File: src/rtl/core/i2cbb_pkg.sv
`timescale 1ns / 1ps
package i2cbb_pkg;

    localparam int BufDepthDef = 16;

    typedef enum logic [1:0] {
        K_TICK  = 2'd0,
        K_START = 2'd1,
        K_LOAD  = 2'd2,
        K_NONE  = 2'd3
    } t_kind;

    typedef enum logic [2:0] {
        PH_IDLE      = 3'd0,
        PH_START     = 3'd1,
        PH_ADDR      = 3'd2,
        PH_WRITE     = 3'd3,
        PH_READ      = 3'd4,
        PH_STOP      = 3'd5,
        PH_STOP_NACK = 3'd6
    } t_phase;

    // classified item between front and back
    typedef struct packed {
        t_kind      kind;
        logic [6:0] addr;
        logic       rd;
        logic [4:0] count;
        logic [7:0] wbyte;
        logic       sda;
    } t_cmd;

    localparam int CmdW = $bits(t_cmd);

    // result item fields, highest first
    typedef struct packed {
        logic       busy;
        logic       nack;
        logic       fin;
        logic       rlast;
        logic [7:0] rbyte;
        logic       rvalid;
        logic       sda_low;
        logic       scl_low;
    } t_res;

    localparam int ResW = $bits(t_res);

endpackage

File: src/rtl/core/i2c_bitbang_master.sv
`timescale 1ns / 1ps
// Open-drain I2C master paced by tick items: every ticks_per_quarter ticks
// make one quarter SCL period. Load items fill the write buffer, a start item
// runs START, address, data and STOP. One result item per input item; the
// block takes one item per clock while its result is not stalled, set by the
// combinational sequencer behind a two-entry queue. Buffer bytes are read from
// a RAM with registered read, fetched while the previous byte slot is running.
module i2c_bitbang_master import i2cbb_pkg::*; #(
    parameter int BufDepth = BufDepthDef
) (
    input  logic        i_clk,
    input  logic        i_rst_n,
    input  logic        i_cfg_valid,
    output logic        o_cfg_ready,
    input  logic [15:0] i_cfg_data,
    input  logic        s_axis_tvalid,
    output logic        s_axis_tready,
    // kind, target_address, read_mode, byte_count, write_byte, sda_sample
    input  logic [23:0] s_axis_tdata,
    output logic        m_axis_tvalid,
    input  logic        m_axis_tready,
    // scl_pull_low, sda_pull_low, read_valid, read_byte, read_last, finished,
    // address_nack, busy_res
    output logic [15:0] m_axis_tdata
);
    logic cv, cr;
    t_cmd cmd;
    t_res res;
    logic [CmdW-1:0] pk;

    assign pk = {s_axis_tdata[1:0], s_axis_tdata[8:2], s_axis_tdata[9],
                 s_axis_tdata[14:10], s_axis_tdata[22:15], s_axis_tdata[23]};
    assign o_cfg_ready = 1'b1;

    i2cbb_front u_front (
        .i_clk(i_clk), .i_rst_n(i_rst_n), .i_valid(s_axis_tvalid),
        .o_ready(s_axis_tready), .i_data(pk), .o_valid(cv), .i_ready(cr), .o_cmd(cmd)
    );

    i2cbb_back #(.BufDepth(BufDepth)) u_back (
        .i_clk(i_clk), .i_rst_n(i_rst_n), .i_cfg_we(i_cfg_valid),
        .i_cfg_data(i_cfg_data), .i_valid(cv), .o_ready(cr), .i_cmd(cmd),
        .o_valid(m_axis_tvalid), .i_ready(m_axis_tready), .o_res(res)
    );

    assign m_axis_tdata = {1'b0, res};
endmodule

File: src/rtl/core/i2cbb_ram.sv
`timescale 1ns / 1ps
module i2cbb_ram #(
    parameter int Width = 8,
    parameter int Depth = 16
) (
    input  logic                     i_clk,
    input  logic                     i_we,
    input  logic [$clog2(Depth)-1:0] i_waddr,
    input  logic [Width-1:0]         i_wdata,
    input  logic [$clog2(Depth)-1:0] i_raddr,
    output logic [Width-1:0]         o_rdata
);
    logic [Width-1:0] r_mem [Depth];
    logic [Width-1:0] r_rdata;

    // write port and registered read
    always_ff @(posedge i_clk) begin
        if (i_we) begin
            r_mem[i_waddr] <= i_wdata;
        end
        r_rdata <= r_mem[i_raddr];
    end
    assign o_rdata = r_rdata;
endmodule

File: src/rtl/core/i2cbb_front.sv
`timescale 1ns / 1ps
module i2cbb_front import i2cbb_pkg::*; (
    input  logic                i_clk,
    input  logic                i_rst_n,
    input  logic                i_valid,
    output logic                o_ready,
    input  logic [CmdW-1:0]     i_data,
    output logic                o_valid,
    input  logic                i_ready,
    output t_cmd                o_cmd
);
    // two-entry queue toward the sequencer
    t_cmd r_q [2];
    logic [1:0] r_cnt, n_cnt;
    logic r_rp, r_wp;
    logic push, pop;

    assign o_ready = (r_cnt != 2'd2);
    assign push = i_valid && o_ready;
    assign o_valid = (r_cnt != 2'd0);
    assign pop = o_valid && i_ready;
    assign o_cmd = r_q[r_rp];

    always_comb begin
        n_cnt = r_cnt + {1'b0, push} - {1'b0, pop};
    end

    always_ff @(posedge i_clk) begin
        if (!i_rst_n) begin
            r_cnt <= '0;
            r_rp <= 1'b0;
            r_wp <= 1'b0;
        end else begin
            r_cnt <= n_cnt;
            if (push) r_wp <= ~r_wp;
            if (pop) r_rp <= ~r_rp;
        end
        if (push) begin
            r_q[r_wp] <= t_cmd'(i_data);
        end
    end
endmodule

File: src/rtl/core/i2cbb_back.sv
`timescale 1ns / 1ps
module i2cbb_back import i2cbb_pkg::*; #(
    parameter int BufDepth = BufDepthDef
) (
    input  logic        i_clk,
    input  logic        i_rst_n,
    input  logic        i_cfg_we,
    input  logic [15:0] i_cfg_data,
    input  logic        i_valid,
    output logic        o_ready,
    input  t_cmd        i_cmd,
    output logic        o_valid,
    input  logic        i_ready,
    output t_res        o_res
);
    localparam int AW = (BufDepth > 1) ? $clog2(BufDepth) : 1;
    localparam int PW = $clog2(BufDepth + 1);

    logic [15:0] r_tpq;
    t_phase r_ph, n_ph;
    logic [1:0] r_q, n_q;
    logic [15:0] r_div, n_div;
    logic [3:0] r_bit, n_bit;
    logic [7:0] r_sh, n_sh;
    logic [4:0] r_left, n_left;
    logic [PW-1:0] r_bp, n_bp, r_lp, n_lp;
    logic r_rd, n_rd, r_scl, n_scl, r_sda, n_sda;
    logic r_ov;
    t_res r_res, n_res;
    logic acc;
    logic [7:0] rdata;
    logic [AW-1:0] raddr;
    logic we;
    logic [15:0] lim;
    // read the next write byte as soon as the pointer advances, a byte slot ahead
    assign raddr = (r_bp < PW'(BufDepth)) ? r_bp[AW-1:0] : '0;

    i2cbb_ram #(.Width(8), .Depth(BufDepth)) u_buf (
        .i_clk(i_clk), .i_we(we), .i_waddr(r_lp[AW-1:0]), .i_wdata(i_cmd.wbyte),
        .i_raddr(raddr), .o_rdata(rdata)
    );

    assign o_ready = !r_ov || i_ready;
    assign acc = i_valid && o_ready;
    assign o_valid = r_ov;
    assign o_res = r_res;
    assign lim = (r_tpq == 16'd0) ? 16'd1 : r_tpq;
    assign we = acc && i_cmd.kind == K_LOAD && r_ph == PH_IDLE
        && r_lp < PW'(BufDepth);

    // sequencer: next state of one item
    always_comb begin
        logic [1:0] q;
        logic sd;
        logic bw;  // begin slot request
        q = r_q;
        sd = i_cmd.sda;
        bw = 1'b0;
        n_ph = r_ph; n_q = r_q; n_div = r_div; n_bit = r_bit; n_sh = r_sh;
        n_left = r_left; n_bp = r_bp; n_lp = r_lp; n_rd = r_rd;
        n_scl = r_scl; n_sda = r_sda;
        n_res = '0;
        case (i_cmd.kind)
            K_TICK: begin
                if (r_ph != PH_IDLE) begin
                    n_div = r_div + 16'd1;
                    if (n_div >= lim) begin
                        n_div = '0;
                        n_q = q + 2'd1;
                        case (r_ph)
                            PH_START: begin
                                if (q == 2'd1) n_sda = 1'b1;
                                if (q == 2'd3) begin
                                    n_scl = 1'b1; n_ph = PH_ADDR; n_bit = '0; bw = 1'b1;
                                end
                            end
                            PH_ADDR, PH_WRITE, PH_READ: begin
                                case (q)
                                    2'd0: n_scl = 1'b0;
                                    2'd1: begin
                                        if (r_ph == PH_READ && r_bit < 4'd8) begin
                                            n_sh = {r_sh[6:0], sd};
                                            if (r_bit == 4'd7) begin
                                                n_res.rvalid = 1'b1;
                                                n_res.rbyte = n_sh;
                                                n_res.rlast = (r_left == 5'd1);
                                            end
                                        end else if (r_ph == PH_ADDR && r_bit == 4'd8) begin
                                            n_sh = {7'd0, sd};
                                        end
                                    end
                                    2'd2: n_scl = 1'b1;
                                    default: begin
                                        if (r_bit < 4'd8) begin
                                            if (r_ph != PH_READ) n_sh = {r_sh[6:0], 1'b0};
                                            n_bit = r_bit + 4'd1;
                                            bw = 1'b1;
                                        end else if (r_ph == PH_ADDR) begin
                                            if (r_sh[0]) begin
                                                n_ph = PH_STOP_NACK; n_q = '0; n_sda = 1'b1;
                                            end else if (r_left == 5'd0) begin
                                                n_ph = PH_STOP; n_q = '0; n_sda = 1'b1;
                                            end else if (r_rd) begin
                                                n_ph = PH_READ; n_bit = '0; n_sh = '0;
                                                bw = 1'b1;
                                            end else begin
                                                n_ph = PH_WRITE; n_bit = '0;
                                                n_sh = (r_bp < PW'(BufDepth)) ? rdata : 8'd0;
                                                n_bp = r_bp + PW'(1); bw = 1'b1;
                                            end
                                        end else begin
                                            n_left = r_left - 5'd1;
                                            if (n_left == 5'd0) begin
                                                n_ph = PH_STOP; n_q = '0; n_sda = 1'b1;
                                            end else if (r_ph == PH_WRITE) begin
                                                n_bit = '0;
                                                n_sh = (r_bp < PW'(BufDepth)) ? rdata : 8'd0;
                                                n_bp = r_bp + PW'(1); bw = 1'b1;
                                            end else begin
                                                n_bit = '0; n_sh = '0; bw = 1'b1;
                                            end
                                        end
                                    end
                                endcase
                            end
                            PH_STOP, PH_STOP_NACK: begin
                                if (q == 2'd0) n_scl = 1'b0;
                                else if (q == 2'd1) n_sda = 1'b0;
                                else begin
                                    n_res.fin = 1'b1;
                                    n_res.nack = (r_ph == PH_STOP_NACK);
                                    n_ph = PH_IDLE; n_q = '0;
                                end
                            end
                            default: begin
                                n_ph = PH_IDLE; n_q = '0;
                            end
                        endcase
                        // drive SDA at the start of a bit slot
                        if (bw) begin
                            n_q = '0;
                            if (n_ph == PH_READ)
                                n_sda = (n_bit < 4'd8) ? 1'b0 : (n_left != 5'd1);
                            else
                                n_sda = (n_bit < 4'd8) ? !n_sh[7] : 1'b0;
                        end
                    end
                end
            end
            K_START: begin
                if (r_ph == PH_IDLE) begin
                    n_rd = i_cmd.rd;
                    n_left = (!i_cmd.rd && i_cmd.count > 5'(BufDepth > 31 ? 31 : BufDepth))
                        ? 5'(BufDepth > 31 ? 31 : BufDepth) : i_cmd.count;
                    n_sh = {i_cmd.addr, i_cmd.rd};
                    n_bp = '0; n_lp = '0; n_bit = '0; n_div = '0; n_q = '0;
                    n_scl = 1'b0; n_sda = 1'b0; n_ph = PH_START;
                end
            end
            K_LOAD: begin
                if (we) n_lp = r_lp + PW'(1);
            end
            default: ;
        endcase
        n_res.scl_low = n_scl;
        n_res.sda_low = n_sda;
        n_res.busy = (n_ph != PH_IDLE);
    end

    // hold state and the result register
    always_ff @(posedge i_clk) begin
        if (!i_rst_n) begin
            r_tpq <= 16'd1; r_ph <= PH_IDLE; r_q <= '0; r_div <= '0; r_bit <= '0;
            r_sh <= '0; r_left <= '0; r_bp <= '0; r_lp <= '0; r_rd <= 1'b0;
            r_scl <= 1'b0; r_sda <= 1'b0; r_ov <= 1'b0;
        end else begin
            if (i_cfg_we) r_tpq <= i_cfg_data;
            if (acc) begin
                r_ph <= n_ph; r_q <= n_q; r_div <= n_div; r_bit <= n_bit; r_sh <= n_sh;
                r_left <= n_left; r_bp <= n_bp; r_lp <= n_lp; r_rd <= n_rd;
                r_scl <= n_scl; r_sda <= n_sda;
            end
            if (acc) r_ov <= 1'b1;
            else if (i_ready) r_ov <= 1'b0;
        end
        if (acc) r_res <= n_res;
    end
endmodule

File: config.mk
export PLATFORM = sky130hd
export DESIGN_NAME = i2c_bitbang_master
export DESIGN_NICKNAME = d
export VERILOG_FILES = /design/src/rtl/core/i2cbb_pkg.sv /design/src/rtl/core/i2c_bitbang_master.sv /design/src/rtl/core/i2cbb_ram.sv /design/src/rtl/core/i2cbb_front.sv /design/src/rtl/core/i2cbb_back.sv
export SDC_FILE = /design/constraint.sdc
export NUM_CORES = 1
export LEC_CHECK = 0
export BUFFER_PORTS_ARGS = -buffer_cell sky130_fd_sc_hd__buf_2
export CORE_ASPECT_RATIO = 1.5
export CORE_UTILIZATION = 55
export DETAILED_ROUTE_END_ITERATION = 16
export GPL_TIMING_DRIVEN = 0
export PLACE_DENSITY_LB_ADDON = 0.3
export SLEW_MARGIN = 20
export SYNTH_ARGS = -nofsm -noshare
export SYNTH_HDL_FRONTEND = slang
export SYNTH_SLANG_ARGS = --single-unit
File: constraint.sdc
create_clock -name i_clk -period 10.1 [get_ports i_clk]
set_input_delay 0.505 -clock i_clk [delete_from_list [all_inputs] [get_ports i_clk]]
set_output_delay 0.505 -clock i_clk [all_outputs]
set_load 0.02 [all_outputs]
==> flow_metrics.tcl <==
set metrics [dict create \
    synth_seq_area_share_pct 57.4 \
    p_switching_mw 0.888 \
    switching_share_pct 29.6 \
    status "finished, final reports clean" \
    dp_hpwl_um 22500 \
    power_frac_comb_pct 21.4 \
    ir_drop_mv 0.183 \
    grt_setup_unrepaired "false" \
    synth.area.top_cells "edfxtp_1 (45%), dfxtp_1 (13%), mux2i_1 (4.1%), mux2_2 (3.9%), ha_1 (3.5%)" \
    fmaxAchievable_mhz 203 \
    clk_pin_slew_ns 0.06 \
    slew_viol_final 0 \
    cp_max_fo 10 \
    ys_warn_count 0 \
    timing.setup.tns_ns 0 \
    h-tree-depth 1 \
    p_leak_nw 5.22 \
    synth_edf_count 191 \
    clkLatencyLatePin_ns 0.53 \
    synthFlopType "edfxtp_1" \
    cts_root_buf "clkbuf_16" \
    syn_to_final_growth_pct 11.8 \
    clkPwrFrac_pct 32.1 \
    startpoint_type "flop" \
    cap_violations 0 \
    fin_ws_ns 5.17 \
    worstSetupPathType "flop to flop" \
    postCtsResizedCells 0 \
    drt_iter0_drc 611 \
    syn_nets 1166 \
    cts.sinks 272 \
    die_y_um 189 \
    routed_wl_um 31200 \
    synth.largest_area_cell "edfxtp_1" \
    syn_area_um2 12800 \
    first_global_vias 8895 \
    async_flop_share_pct 0 \
    core_um2 23000 \
    vias 8935 \
    timing.final.hold_violations 0 \
    finalCritPeriodShare_pct 48.9 \
    grt_max_degree 25 \
    setup-violations-final 0 \
    drcViolationCount 0 \
    sequentialPowerShare_pct 46.4 \
    min_period_ns 4.93 \
    io_pins 64 \
    required_ns 10.48 \
    cts_setup_buffers 0 \
    power_density_nw_per_um2 210 \
    place_area_um2 13500 \
    critPathArrivalTime_ns 5.32 \
    synth_top_area_share_pct 44.8 \
    clock_path_buffers 3 \
    fp.dieW_um 127 \
    design_area_um2 14300 \
    post-place-ws_ns 5.31 \
    crit_path_end_kind "flop" \
    antenna_found_initial 0 \
    drive_above_1_share_pct 16.3 \
    hold_path.class "input pin to flop" \
    cts_buffers 26 \
    fp-row-count 68 \
    dieArea_um2 23900 \
    relSlewSlack_pct 27.8 \
    synth-seq-cells 272 \
    crit_path_top_delay_cell "o21ai_1" \
    track_usage_pct 26.3 \
    finClkSkew_ns 0.0173 \
    critPathMaxStageDelay_ns 0.71 \
    tightest_slew_ns 1.08 \
    synth_cell_type_count 89 \
    grt_overflow 0 \
    intPower_mw 2.11 \
    place_congestion 0.990 \
    nNetsFinal 1254 \
    start_util_pct 55.8 \
    fillers 1846 \
    antenna_cells 0 \
    postSynthAreaPerCell_um2 11.8 \
    grt_pass1_wl_um 47800 \
    antenna_left 0 \
    port_buffers 60 \
    syn-instance-count 1085 \
    fin_hold_ws_ns 0.168 \
    crit_chain "ha_1, nand3_1, nor3_1, nand3_1, nor2_1, xor2_1, ha_1, o2111a_1, o311ai_0, o21ai_1, nor2b_1, and4_1, clkbuf_1, and4_1" \
    cts_hold_buffers 0 \
    viasPerCell 6.08 \
    drt-pass1-iter-count 5 \
    wl_per_cell_um 21.2 \
    cts_tree "built" \
]
## flip-flops by register name, summed over array words and instances (netlist names), 2 cells and up, named ones only
signal	count
u_back.o_res	15
u_back.r_bit	4
u_back.r_bp	5
u_back.r_div	16
u_back.r_left	5
u_back.r_lp	5
u_back.r_ph	3
u_back.r_q	2
u_back.r_sh	8
u_back.r_tpq	16
u_back.u_buf.o_rdata	8
u_back.u_buf.r_mem	128
u_front.r_cnt	2
u_front.r_q	48
## power by group through the flow
stage | Sequential [mW] | Combinational [mW] | Clock (mW)
after floorplan | 1.44 | 0.389 | 0
after global placement | 1.41 | 0.633 | 0
after detailed placement | 1.42 | 0.641 | 0
after CTS | 1.39 | 0.644 | 0.975
after global routing | 1.40 | 0.692 | 1.02
final | 1.39 | 0.644 | 0.965
## logic make-up (layout without fill, tap and decap cells)
kind of cell / count (synthesis) / count (layout) / synth area share [%]
and+or+nand+nor: 295 / 295 / 12.1
muxes: 96 / 96 / 7.93
buffers and inverters: 100 / 205 / 3.19
adders and majority gates: 36 / 36 / 3.52
AOI/OAI and AO/OA: 261 / 261 / 14.2
other: 2 / 2 / 0.0586
DFF: 272 / 272 / 57.4
xor gates and xnor gates: 23 / 23 / 1.57
## final timing paths
check / start / end / slack [ns] / depth (start not counted)
hold reg to reg: u_back.r_sh[6] / u_back.r_sh[6] / 0.47 / 1
setup / recovery: u_back.r_div[0] / u_back.o_res[11] / 5.17 / 14
hold / removal: s_axis_tdata[19] / u_front.r_q[0][5] / 0.17 / 1
setup reg to reg: u_back.r_div[0] / u_back.o_res[11] / 5.17 / 14
## cells in the final DEF (no fill, tap or decap), drive strengths merged, types with 7 or more instances in the layout
cell,n
inv,40
nor2,85
buf,85
nor3,28
o21ai,63
xor2,11
and2,12
mux2,44
edfxtp,191
nor2b,11
clkbuf,65
nand2,73
dfxtp,81
clkinv,7
nand3,23
nand2b,10
nor3b,8
a221oi,11
and3,9
nor4,7
a21oi,72
a22oi,19
mux2i,52
a32o,17
o21a,8
ha,36
xnor2,12
## cells in the mapped netlist, types with 8 or more instances
master / number
edfxtp_1: 191
nor2_1: 84
dfxtp_1: 81
nand2_1: 73
a21oi_1: 70
o21ai_0: 58
mux2i_1: 52
mux2_2: 44
inv_1: 40
ha_1: 36
clkbuf_1: 35
nor3_1: 27
nand3_1: 23
a22oi_1: 19
a32o_1: 17
buf_2: 15
xnor2_1: 12
a221oi_1: 11
and2_1: 11
nor2b_1: 11
xor2_1: 11
and3_1: 9
nand2b_1: 9
o21a_1: 8
## critical path: cells and delay by family (launching register included)
kind	cells	cell delay (ns)
flops	1	0.41
fa+ha+maj	2	0.58
buf+inv	1	0.41
xor+xnor	1	0.10
compound gates	3	1.07
simple gates	7	2.21
## layer usage
metal  track usage (%)  share of wire [%]  up-vias
met3              3.02                4.8       90
met1              29.9                 38     4316
li1                  -                  -     4248
met2              47.8                 52      281
met4              14.6                5.4        0
met5                 0                  0        -
## stage by stage
stage | power [mW] | cells | utilization (%)
3_5_place_dp | 2.06 | 1425 | 58.7
5_1_grt | 3.11 | 1470 | 62.3
3_3_place_gp | 2.05 | 1425 | 58.6
4_1_cts | 3.01 | 1470 | 62.3
2_1_floorplan | 1.83 | 1085 | -
6_report | 3.00 | 1470 | 62.3
## layout make-up
class	count	area (um2)	share of cell area, %
clock inverter	15	149	1.04
buffer	60	259	1.81
multi-input combinational	713	5060	35.4
clock buffer	30	687	4.80
sequential	272	7360	51.4
inverter	40	150	1.05
timing repair buffer	60	300	2.10
tap	280	350	2.45
Note: power is estimated with default switching activity, not from simulation.
